`config.mk`:
```
export PLATFORM = sky130hd
export DESIGN_NAME = rc_pwm_pulse_reconstructor
export DESIGN_NICKNAME = d
export VERILOG_FILES = /design/src/rtl/core/rcpwm_pkg.sv /design/src/rtl/core/rcpwm_csr.sv /design/src/rtl/core/rcpwm_scale.sv /design/src/rtl/core/rcpwm_track.sv /design/src/rtl/core/rc_pwm_pulse_reconstructor.sv
export SDC_FILE = /design/constraint.sdc
export NUM_CORES = 2
export LEC_CHECK = 0
export BUFFER_PORTS_ARGS = -buffer_cell sky130_fd_sc_hd__buf_2
export CELL_PAD_IN_SITES_DETAIL_PLACEMENT = 1
export CELL_PAD_IN_SITES_GLOBAL_PLACEMENT = 1
export CORE_MARGIN = 5
export CORE_UTILIZATION = 50
export CTS_BUF_LIST = sky130_fd_sc_hd__clkbuf_4 sky130_fd_sc_hd__clkbuf_8 sky130_fd_sc_hd__clkbuf_16
export DETAILED_ROUTE_END_ITERATION = 8
export HOLD_SLACK_MARGIN = 0.03
export PLACE_DENSITY_LB_ADDON = 0.1
export SETUP_SLACK_MARGIN = 0.02
export SLEW_MARGIN = 20
export SYNTH_ARGS = -nofsm -noshare
export SYNTH_HDL_FRONTEND = slang
export SYNTH_HIERARCHICAL = 1
export SYNTH_SLANG_ARGS = --single-unit
```
`constraint.sdc`:
```
create_clock -name clock -period 28.9 [get_ports clock]
set_clock_uncertainty 0.2 [all_clocks]
set_input_delay 5.78 -clock clock [delete_from_list [all_inputs] [get_ports clock]]
set_output_delay 5.78 -clock clock [all_outputs]
set_load 0.05 [all_outputs]
```
`src/rtl/core/rcpwm_pkg.sv`:
```
`timescale 1ns / 1ps
// ----------------------------------------------------------------------------
// rcpwm_pkg
// Shared types and constants of the receiver pulse-width reconstructor.
// ----------------------------------------------------------------------------
package rcpwm_pkg;

   localparam int CHANNELS   = 6;
   localparam int CHAN_W     = 3;
   localparam int TICK_W     = 16;
   localparam int PULSE_W    = 16;
   localparam int SCALE_W    = 24;
   localparam int CSR_IDX_W  = 3;
   localparam int CSR_DATA_W = 48;

   // reset values of the register file
   localparam logic [SCALE_W-1:0]    SCALE_RESET     = 24'd65536;
   localparam logic [PULSE_W-1:0]    MAX_PULSE_RESET = 16'd2500;
   localparam logic [PULSE_W-1:0]    STEP_RESET      = 16'd50;
   localparam logic [PULSE_W-1:0]    DEAD_BAND_RESET = 16'd10;
   localparam logic [CSR_DATA_W-1:0] CENTERS_RESET   = 48'h05DC_05DC_05DC;

   typedef enum logic [CSR_IDX_W-1:0] {
      CSR_COUNT_SCALE  = 3'd0,
      CSR_MAX_PULSE    = 3'd1,
      CSR_STEP_THRESH  = 3'd2,
      CSR_DEAD_BAND    = 3'd3,
      CSR_CENTERS_LOW  = 3'd4,
      CSR_CENTERS_HIGH = 3'd5
   } csr_index_type;

   typedef struct packed {
      logic [SCALE_W-1:0]    count_scale_q16;
      logic [PULSE_W-1:0]    max_pulse_width;
      logic [PULSE_W-1:0]    step_threshold;
      logic [PULSE_W-1:0]    dead_band;
      logic [CSR_DATA_W-1:0] centers_low;
      logic [CSR_DATA_W-1:0] centers_high;
   } cfg_type;

   typedef struct packed {
      logic [CHAN_W-1:0] chan_index;
      logic [TICK_W-1:0] tick_count;
   } req_item_type;

   typedef struct packed {
      logic [CHAN_W-1:0]  chan_echo;
      logic [PULSE_W-1:0] pulse_us;
      logic               link_up;
   } rsp_item_type;

   // reading after scaling to microseconds
   typedef struct packed {
      logic [CHAN_W-1:0]  chan;
      logic [PULSE_W-1:0] curr;
   } scaled_item_type;

   // pipeline load enables from the top-level flow control
   typedef struct packed {
      logic load_s1;
      logic load_s2;
      logic load_out;
   } pipe_ctl_type;

endpackage

```
`src/rtl/core/rcpwm_csr.sv`:
```
`timescale 1ns / 1ps
// ----------------------------------------------------------------------------
// rcpwm_csr
// Configuration register file; always ready, unknown indexes are dropped.
// ----------------------------------------------------------------------------
module rcpwm_csr (
   input  logic                             clock,
   input  logic                             reset,
   input  logic                             csr_valid,
   output logic                             csr_ready,
   input  logic [rcpwm_pkg::CSR_IDX_W-1:0]  csr_index,
   input  logic [rcpwm_pkg::CSR_DATA_W-1:0] csr_wdata,
   output rcpwm_pkg::cfg_type               cfg
);
   import rcpwm_pkg::*;

   cfg_type cfg_ff;
   cfg_type cfg_in;

   assign csr_ready = 1'b1;
   assign cfg       = cfg_ff;

   always_comb begin
      cfg_in = cfg_ff;
      if (csr_valid) begin
         case (csr_index)
            CSR_COUNT_SCALE:  cfg_in.count_scale_q16 = csr_wdata[SCALE_W-1:0];
            CSR_MAX_PULSE:    cfg_in.max_pulse_width = csr_wdata[PULSE_W-1:0];
            CSR_STEP_THRESH:  cfg_in.step_threshold  = csr_wdata[PULSE_W-1:0];
            CSR_DEAD_BAND:    cfg_in.dead_band       = csr_wdata[PULSE_W-1:0];
            CSR_CENTERS_LOW:  cfg_in.centers_low     = csr_wdata;
            CSR_CENTERS_HIGH: cfg_in.centers_high    = csr_wdata;
            default:          cfg_in = cfg_ff;
         endcase
      end
   end

   always_ff @(posedge clock) begin
      if (reset) begin
         cfg_ff.count_scale_q16 <= SCALE_RESET;
         cfg_ff.max_pulse_width <= MAX_PULSE_RESET;
         cfg_ff.step_threshold  <= STEP_RESET;
         cfg_ff.dead_band       <= DEAD_BAND_RESET;
         cfg_ff.centers_low     <= CENTERS_RESET;
         cfg_ff.centers_high    <= CENTERS_RESET;
      end else begin
         cfg_ff <= cfg_in;
      end
   end

endmodule

```
`src/rtl/core/rcpwm_scale.sv`:
```
`timescale 1ns / 1ps
// ----------------------------------------------------------------------------
// rcpwm_scale
// Input register and Q16 tick-to-microsecond multiply, registered.
// ----------------------------------------------------------------------------
module rcpwm_scale (
   input  logic                          clock,
   input  rcpwm_pkg::pipe_ctl_type       ctl,
   input  rcpwm_pkg::req_item_type       req_item,
   input  logic [rcpwm_pkg::SCALE_W-1:0] count_scale_q16,
   output rcpwm_pkg::scaled_item_type    scaled
);
   import rcpwm_pkg::*;

   req_item_type                  s1_item_ff;
   scaled_item_type               s2_item_ff;
   scaled_item_type               s2_item_in;
   logic [TICK_W+SCALE_W-1:0]     product;

   // 16 x 24 multiply; keep bits 31:16 (>> 16, truncated to 16 bits)
   assign product = TICK_W'(s1_item_ff.tick_count) * count_scale_q16;

   always_comb begin
      s2_item_in.chan = s1_item_ff.chan_index;
      s2_item_in.curr = product[PULSE_W+15:16];
   end

   always_ff @(posedge clock) begin
      if (ctl.load_s1) begin
         s1_item_ff <= req_item;
      end
      if (ctl.load_s2) begin
         s2_item_ff <= s2_item_in;
      end
   end

   assign scaled = s2_item_ff;

endmodule

```
`src/rtl/core/rcpwm_track.sv`:
```
`timescale 1ns / 1ps
// ----------------------------------------------------------------------------
// rcpwm_track
// Per-channel partial/accepted widths, merge and step filter, dead band,
// link flag, and the result register.
// ----------------------------------------------------------------------------
module rcpwm_track (
   input  logic                       clock,
   input  logic                       reset,
   input  rcpwm_pkg::pipe_ctl_type    ctl,
   input  rcpwm_pkg::scaled_item_type scaled,
   input  rcpwm_pkg::cfg_type         cfg,
   output rcpwm_pkg::rsp_item_type    rsp_item
);
   import rcpwm_pkg::*;

   logic [PULSE_W-1:0] partial_ff  [CHANNELS];
   logic [PULSE_W-1:0] accepted_ff [CHANNELS];
   logic [PULSE_W-1:0] accepted_nx [CHANNELS];
   rsp_item_type       rsp_item_ff;
   rsp_item_type       rsp_item_in;

   logic               chan_ok;
   logic [CHAN_W-1:0]  idx;
   logic [PULSE_W-1:0] p1;
   logic [PULSE_W-1:0] p2;
   logic [PULSE_W:0]   sum;
   logic [PULSE_W:0]   d1;
   logic [PULSE_W:0]   d2;
   logic               merge;
   logic [PULSE_W-1:0] p1_in;
   logic [PULSE_W-1:0] p2_in;
   logic [PULSE_W-1:0] center;
   logic               snap;
   logic               link;

   // magnitude of a 16-bit two's complement value; -32768 gives 32768
   function automatic logic [PULSE_W:0] mag16(input logic [PULSE_W-1:0] v);
      logic [PULSE_W:0] r;
      if (v[PULSE_W-1]) begin
         r = {1'b1, {PULSE_W{1'b0}}} - {1'b0, v};
      end else begin
         r = {1'b0, v};
      end
      return r;
   endfunction

   assign chan_ok = (scaled.chan < CHAN_W'(CHANNELS));
   assign idx     = chan_ok ? scaled.chan : '0;

   always_comb begin
      p1    = partial_ff[idx];
      p2    = accepted_ff[idx];
      sum   = {1'b0, scaled.curr} + {1'b0, p1};
      d1    = mag16(sum[PULSE_W-1:0] - p2);
      d2    = mag16(p1 - p2);
      merge = (d1 < d2) && (sum < {1'b0, cfg.max_pulse_width});
      if (merge) begin
         p1_in = sum[PULSE_W-1:0];
         p2_in = (d1 > {1'b0, cfg.step_threshold}) ? sum[PULSE_W-1:0] : p2;
      end else begin
         p1_in = scaled.curr;
         p2_in = (d2 > {1'b0, cfg.step_threshold}) ? p1 : p2;
      end
   end

   always_comb begin
      case (idx)
         3'd0:    center = cfg.centers_low[15:0];
         3'd1:    center = cfg.centers_low[31:16];
         3'd2:    center = cfg.centers_low[47:32];
         3'd3:    center = cfg.centers_high[15:0];
         3'd4:    center = cfg.centers_high[31:16];
         3'd5:    center = cfg.centers_high[47:32];
         default: center = '0;
      endcase
   end

   assign snap = mag16(p2_in - center) < {1'b0, cfg.dead_band};

   // link looks at the accepted widths as they stand after this update
   always_comb begin
      link = 1'b0;
      for (int i = 0; i < CHANNELS; i++) begin
         accepted_nx[i] = (chan_ok && idx == CHAN_W'(i)) ? p2_in : accepted_ff[i];
         if (i > 0 && accepted_nx[i] != '0) begin
            link = 1'b1;
         end
      end
   end

   always_comb begin
      rsp_item_in.chan_echo = scaled.chan;
      rsp_item_in.pulse_us  = !chan_ok ? '0 : (snap ? center : p2_in);
      rsp_item_in.link_up   = link;
   end

   always_ff @(posedge clock) begin
      if (reset) begin
         for (int i = 0; i < CHANNELS; i++) begin
            partial_ff[i]  <= '0;
            accepted_ff[i] <= '0;
         end
      end else if (ctl.load_out && chan_ok) begin
         partial_ff[idx]  <= p1_in;
         accepted_ff[idx] <= p2_in;
      end
   end

   always_ff @(posedge clock) begin
      if (ctl.load_out) begin
         rsp_item_ff <= rsp_item_in;
      end
   end

   assign rsp_item = rsp_item_ff;

endmodule

```
`src/rtl/core/rc_pwm_pulse_reconstructor.sv`:
```
`timescale 1ns / 1ps
// ----------------------------------------------------------------------------
// rc_pwm_pulse_reconstructor
// Rebuilds per-channel receiver pulse widths in microseconds from high-time
// counter readings, with split-reading merge, step filter, dead-band snap
// to each channel's center, and a link flag.
// ----------------------------------------------------------------------------
//  channel  | direction | handshake            | payload
//  req_*    | in        | req_valid/req_stall  | chan_index, tick_count
//  rsp_*    | out       | rsp_valid/rsp_stall  | chan_echo, pulse_us, link_up
//  csr_*    | in        | csr_valid/csr_ready  | csr_index, csr_wdata
//
//  Three-stage pipeline: input register, Q16 multiply register, then the
//  per-channel update which loads the result register. Throughput is one
//  item per cycle unless the output stalls; the state read-modify-write
//  sits in the last stage, so back-to-back items on the same channel need
//  no bypass. Reset clears channel state and loads register defaults; no
//  clearing pass. Stages collapse bubbles: input keeps being taken while a
//  result is stalled, until every stage holds an item.
// ----------------------------------------------------------------------------
module rc_pwm_pulse_reconstructor (
   input  logic                             clock,
   input  logic                             reset,
   // input items
   input  logic                             req_valid,
   output logic                             req_stall,
   input  rcpwm_pkg::req_item_type          req_item,
   // result items
   output logic                             rsp_valid,
   input  logic                             rsp_stall,
   output rcpwm_pkg::rsp_item_type          rsp_item,
   // configuration writes
   input  logic                             csr_valid,
   output logic                             csr_ready,
   input  logic [rcpwm_pkg::CSR_IDX_W-1:0]  csr_index,
   input  logic [rcpwm_pkg::CSR_DATA_W-1:0] csr_wdata
);
   import rcpwm_pkg::*;

   cfg_type         cfg;
   scaled_item_type scaled;
   pipe_ctl_type    ctl;

   logic s1_valid_ff, s1_valid_in;
   logic s2_valid_ff, s2_valid_in;
   logic rsp_valid_ff, rsp_valid_in;
   logic out_free, s2_free, s1_free;
   logic s1_move, s2_move, accept;

   // flow control: a stage moves when the one after it is empty or moving
   assign out_free = !rsp_valid_ff || !rsp_stall;
   assign s2_move  = s2_valid_ff && out_free;
   assign s2_free  = !s2_valid_ff || out_free;
   assign s1_move  = s1_valid_ff && s2_free;
   assign s1_free  = !s1_valid_ff || s2_free;

   assign req_stall = !s1_free;
   assign accept    = req_valid && s1_free;

   always_comb begin
      ctl.load_s1  = accept;
      ctl.load_s2  = s1_move;
      ctl.load_out = s2_move;
   end

   always_comb begin
      s1_valid_in  = accept  ? 1'b1 : (s1_move ? 1'b0 : s1_valid_ff);
      s2_valid_in  = s1_move ? 1'b1 : (s2_move ? 1'b0 : s2_valid_ff);
      rsp_valid_in = s2_move ? 1'b1 : (rsp_stall ? rsp_valid_ff : 1'b0);
   end

   always_ff @(posedge clock) begin
      if (reset) begin
         s1_valid_ff  <= 1'b0;
         s2_valid_ff  <= 1'b0;
         rsp_valid_ff <= 1'b0;
      end else begin
         s1_valid_ff  <= s1_valid_in;
         s2_valid_ff  <= s2_valid_in;
         rsp_valid_ff <= rsp_valid_in;
      end
   end

   assign rsp_valid = rsp_valid_ff;

   rcpwm_csr u_csr (
      .clock     (clock),
      .reset     (reset),
      .csr_valid (csr_valid),
      .csr_ready (csr_ready),
      .csr_index (csr_index),
      .csr_wdata (csr_wdata),
      .cfg       (cfg)
   );

   rcpwm_scale u_scale (
      .clock           (clock),
      .ctl             (ctl),
      .req_item        (req_item),
      .count_scale_q16 (cfg.count_scale_q16),
      .scaled          (scaled)
   );

   rcpwm_track u_track (
      .clock    (clock),
      .reset    (reset),
      .ctl      (ctl),
      .scaled   (scaled),
      .cfg      (cfg),
      .rsp_item (rsp_item)
   );

   // an accepted item always lands in the first stage
   a_accept_fills_s1: assert property (@(posedge clock) disable iff (reset)
      (req_valid && !req_stall) |=> s1_valid_ff)
      else $error("accepted item not held in input stage");

   // a new result only comes out of a full multiply stage
   a_rsp_from_s2: assert property (@(posedge clock) disable iff (reset)
      $rose(rsp_valid_ff) |-> $past(s2_valid_ff))
      else $error("result appeared without a source item");

   // a stalled result keeps the item behind it in place
   a_s2_holds: assert property (@(posedge clock) disable iff (reset)
      (s2_valid_ff && rsp_valid_ff && rsp_stall) |=> s2_valid_ff)
      else $error("item dropped behind a stalled result");

   // a taken result with nothing behind it leaves the output empty
   a_rsp_drains: assert property (@(posedge clock) disable iff (reset)
      (rsp_valid_ff && !rsp_stall && !s2_valid_ff) |=> !rsp_valid_ff)
      else $error("result repeated after being taken");

endmodule
```
==> reports/qor.yml <==
grt_max_degree: 102
crit_path_end_kind: "register"
start_kind: "register"
drv_slew: 0
hold_buffers: 0
grt_use_total_pct: 30.03
hold_path_class: "reg2reg"
ys_types: 94
cpPeakStageDelay_ns: 1.07
cts-root-buf: "clkbuf_16"
cpMaxStageDelayCell: "o21ai_0"
grt_pass1_vias: 30910
syn_inst: 3702
synth_top_family_by_area: "adder cells"
grt_pass1_wl_mm: 187.7
path_buf_inv: 5
viasPerCell: 5.894
relSlewSlack_pct: 18.00
numCtsBuffers: 55
yosys.area_share.simple_pct: 16.26
p_per_area_nw_per_um2: 111.3
final.min_clock_period_ns: 16.16
initial_core_util_pct: 50.47
synth_seq_cells: 485
p_leak_nw: 17.33
cp-startpoint: "u_scale/scaled[17]"
synth_common_cells: "inv_1 (467), nand2_1 (352), nor2_1 (330), edfxtp_1 (314), fa_1 (283)"
final_layout_size_suffix_gt1_share_pct: 10.72
vias: 28060
gp_congestion: 0.9258
cp_max_fo: 25
crit_arrival_ns: 16.33
critPathTopFamily: "compound AO/OA/AOI/OAI gates"
synth_edf_count: 314
hold_viol: 0
ios: 98
worstSkewPairLatency_ns: 0.62
synth_compound_area_share_pct: 6.953
synthMuxAreaShare_pct: 10.50
syn_avg_cell_area_um2: 10.15
ant_nets: 0
first_pass_iters: 5
grt_overflow: 0
rows: 100
drt-total-wl_mm: 122.7
min_from: "s1_valid_ff"
synth.top_cell.area_share_pct: 25.10
port_buffers: 96
final.setup.tns_ns: 0
async_reset_ff_share_pct: 0
drc: 0
post-dp-hpwl_mm: 91.30
ys_seq_area_share_pct: 34.21
ys_top_cells_by_area: "edfxtp_1 (25%), fa_1 (15%), dfxtp_1 (9.1%)"
cts-htree-levels: 2
synth_ff_type: "edfxtp_1"
cts_resized: 0
utilization_pct: 54.94
ir_drop_v: 0.0002931
tightest_slew_ns: 1.230
fp.coreArea_um2: 74450
dieArea_um2: 80730
antenna_found_initial: 1
clock.fmax_mhz: 61.87
avgRoutedWirePerCell_um: 25.77
yosysWarnings: 6
tritoncts: "built"
setup_viol_count_final: 0
clk_pin_slew_ns: 0.07
synth_top_cell_by_area: "edfxtp_1"
synth.net_count: 4280
timing.final.crit_share_pct: 55.93
synth_adder_area_share_pct: 22.41
synth-xor-area-share_pct: 2.867
outcome: "finished clean"
synth_most_common_cell: "inv_1"
cts_sinks: 485
cpMostUsedCell: "o21a_1"
die_width_um: 284.1
fill_cells: 8075
cts_setup_buffers: 0
r2r-start: "u_scale/scaled[17]"
cts_buffer_depth: 3
drv_cap: 0
rsz0062_at_grt: "false"
crit_type: "reg2reg"
drt_iter0_drc: 2065
nNetsFinal: 4321
syn_area_um2: 37570
critPathRequiredTime_ns: 29.06
die_h_um: 284.1
area_growth_pct: 8.858
per-stage QoR:
step           total power, mW  hold slack, ns  instance area [µm²]  worst slack (ns)  std cells
2_1_floorplan            2.973          0.2003                37570             15.46       3702
3_3_place_gp             3.680          0.2491                39080             12.99       4653
3_5_place_dp             3.807          0.2646                39080             12.80       4653
4_1_cts                  4.525          0.2732                40860             12.71       4754
5_1_grt                  4.879          0.3024                40890             11.85       4756
6_report                 4.554          0.2680                40900             12.74       4761
kinds of logic after synthesis:
group / Yosys count
buffers and inverters: 650
other: 3
DFF: 485
and+or+nand+nor: 1239
AOI/OAI and AO/OA: 388
adders and majority gates: 503
muxes: 311
xor gates and xnor gates: 123
final cells by class:
type	count	area, µm²	share of cell area, %
antenna	5	12.51	0.03059
clock buffer	76	1572	3.842
clock inverter	25	202.7	0.4956
inverter	467	1753	4.286
multi-input combinational	2567	22260	54.43
sequential	485	12850	31.42
tap	969	1212	2.964
timing repair buffer	167	1035	2.530
cells in the final DEF, fill, tap and decap left out, types with 17 or more instances in the layout:
cell type  Yosys  routed
o31ai_1       18      17
ha_1         220     218
mux2i_1      221     221
dfxtp_1      171     171
nand2_1      352     352
nor2b_1       19      18
mux4_2        64      64
o21ai_0       60      58
inv_1        467     467
nand4_1       23      23
nor3_1        29      27
and2_1       169     169
nand3_1       26      26
fa_1         283     283
o211ai_1      24      24
xnor2_1       87      87
clkbuf_16      0      55
o22ai_1       19      19
xor2_1        36      36
buf_4         11      69
nor4_1        28      28
a21o_1        32      32
a21oi_1      111     111
nor2_1       330     329
buf_2         32      95
nand2b_1     187     186
edfxtp_1     314     314
mux2_2        26      26
final timing paths:
check | to | slack, ns | cells after the start
worst max register to register | u_track/rsp_item[1] | 12.74 | 55
worst max-delay path | u_track/rsp_item[1] | 12.74 | 55
worst min-delay path | s2_valid_ff | 0.27 | 2
worst min register to register | s2_valid_ff | 0.27 | 2
worst min-delay path, delay by kind of cell, from the launching register on:
family	cells	cell delay (ns)
buffers and inverters	1	0.05
flip-flops	1	0.32
AO/OA/AOI/OAI	1	0.05
sequential cells by signal, indices dropped and copies added (netlist names):
signal               flops
s1_valid_ff              1
u_csr/cfg              168
rsp_valid                1
u_track/accepted_ff    128
u_track/partial_ff     128
u_scale/s1_item_ff      19
s2_valid_ff              1
u_track/rsp_item        20
u_scale/scaled          19
per-layer routing:
metal | vias up | GRT usage [%] | wire [µm]
met5 | - | 0 | 0
met4 | 0 | 9.386 | 4143
met3 | 191 | 3.670 | 7145
met2 | 890 | 51.23 | 59970
met1 | 14520 | 40.32 | 51440
li1 | 12460 | - | -
power breakdown:
part / internal [mW] / total, mW / switching, mW
Combinational: 1.15 / 3.01 / 1.86
Sequential: 0.826 / 0.854 / 0.0276
Clock: 0.398 / 0.692 / 0.294
No activity file was read; power rests on OpenSTA's default activity.
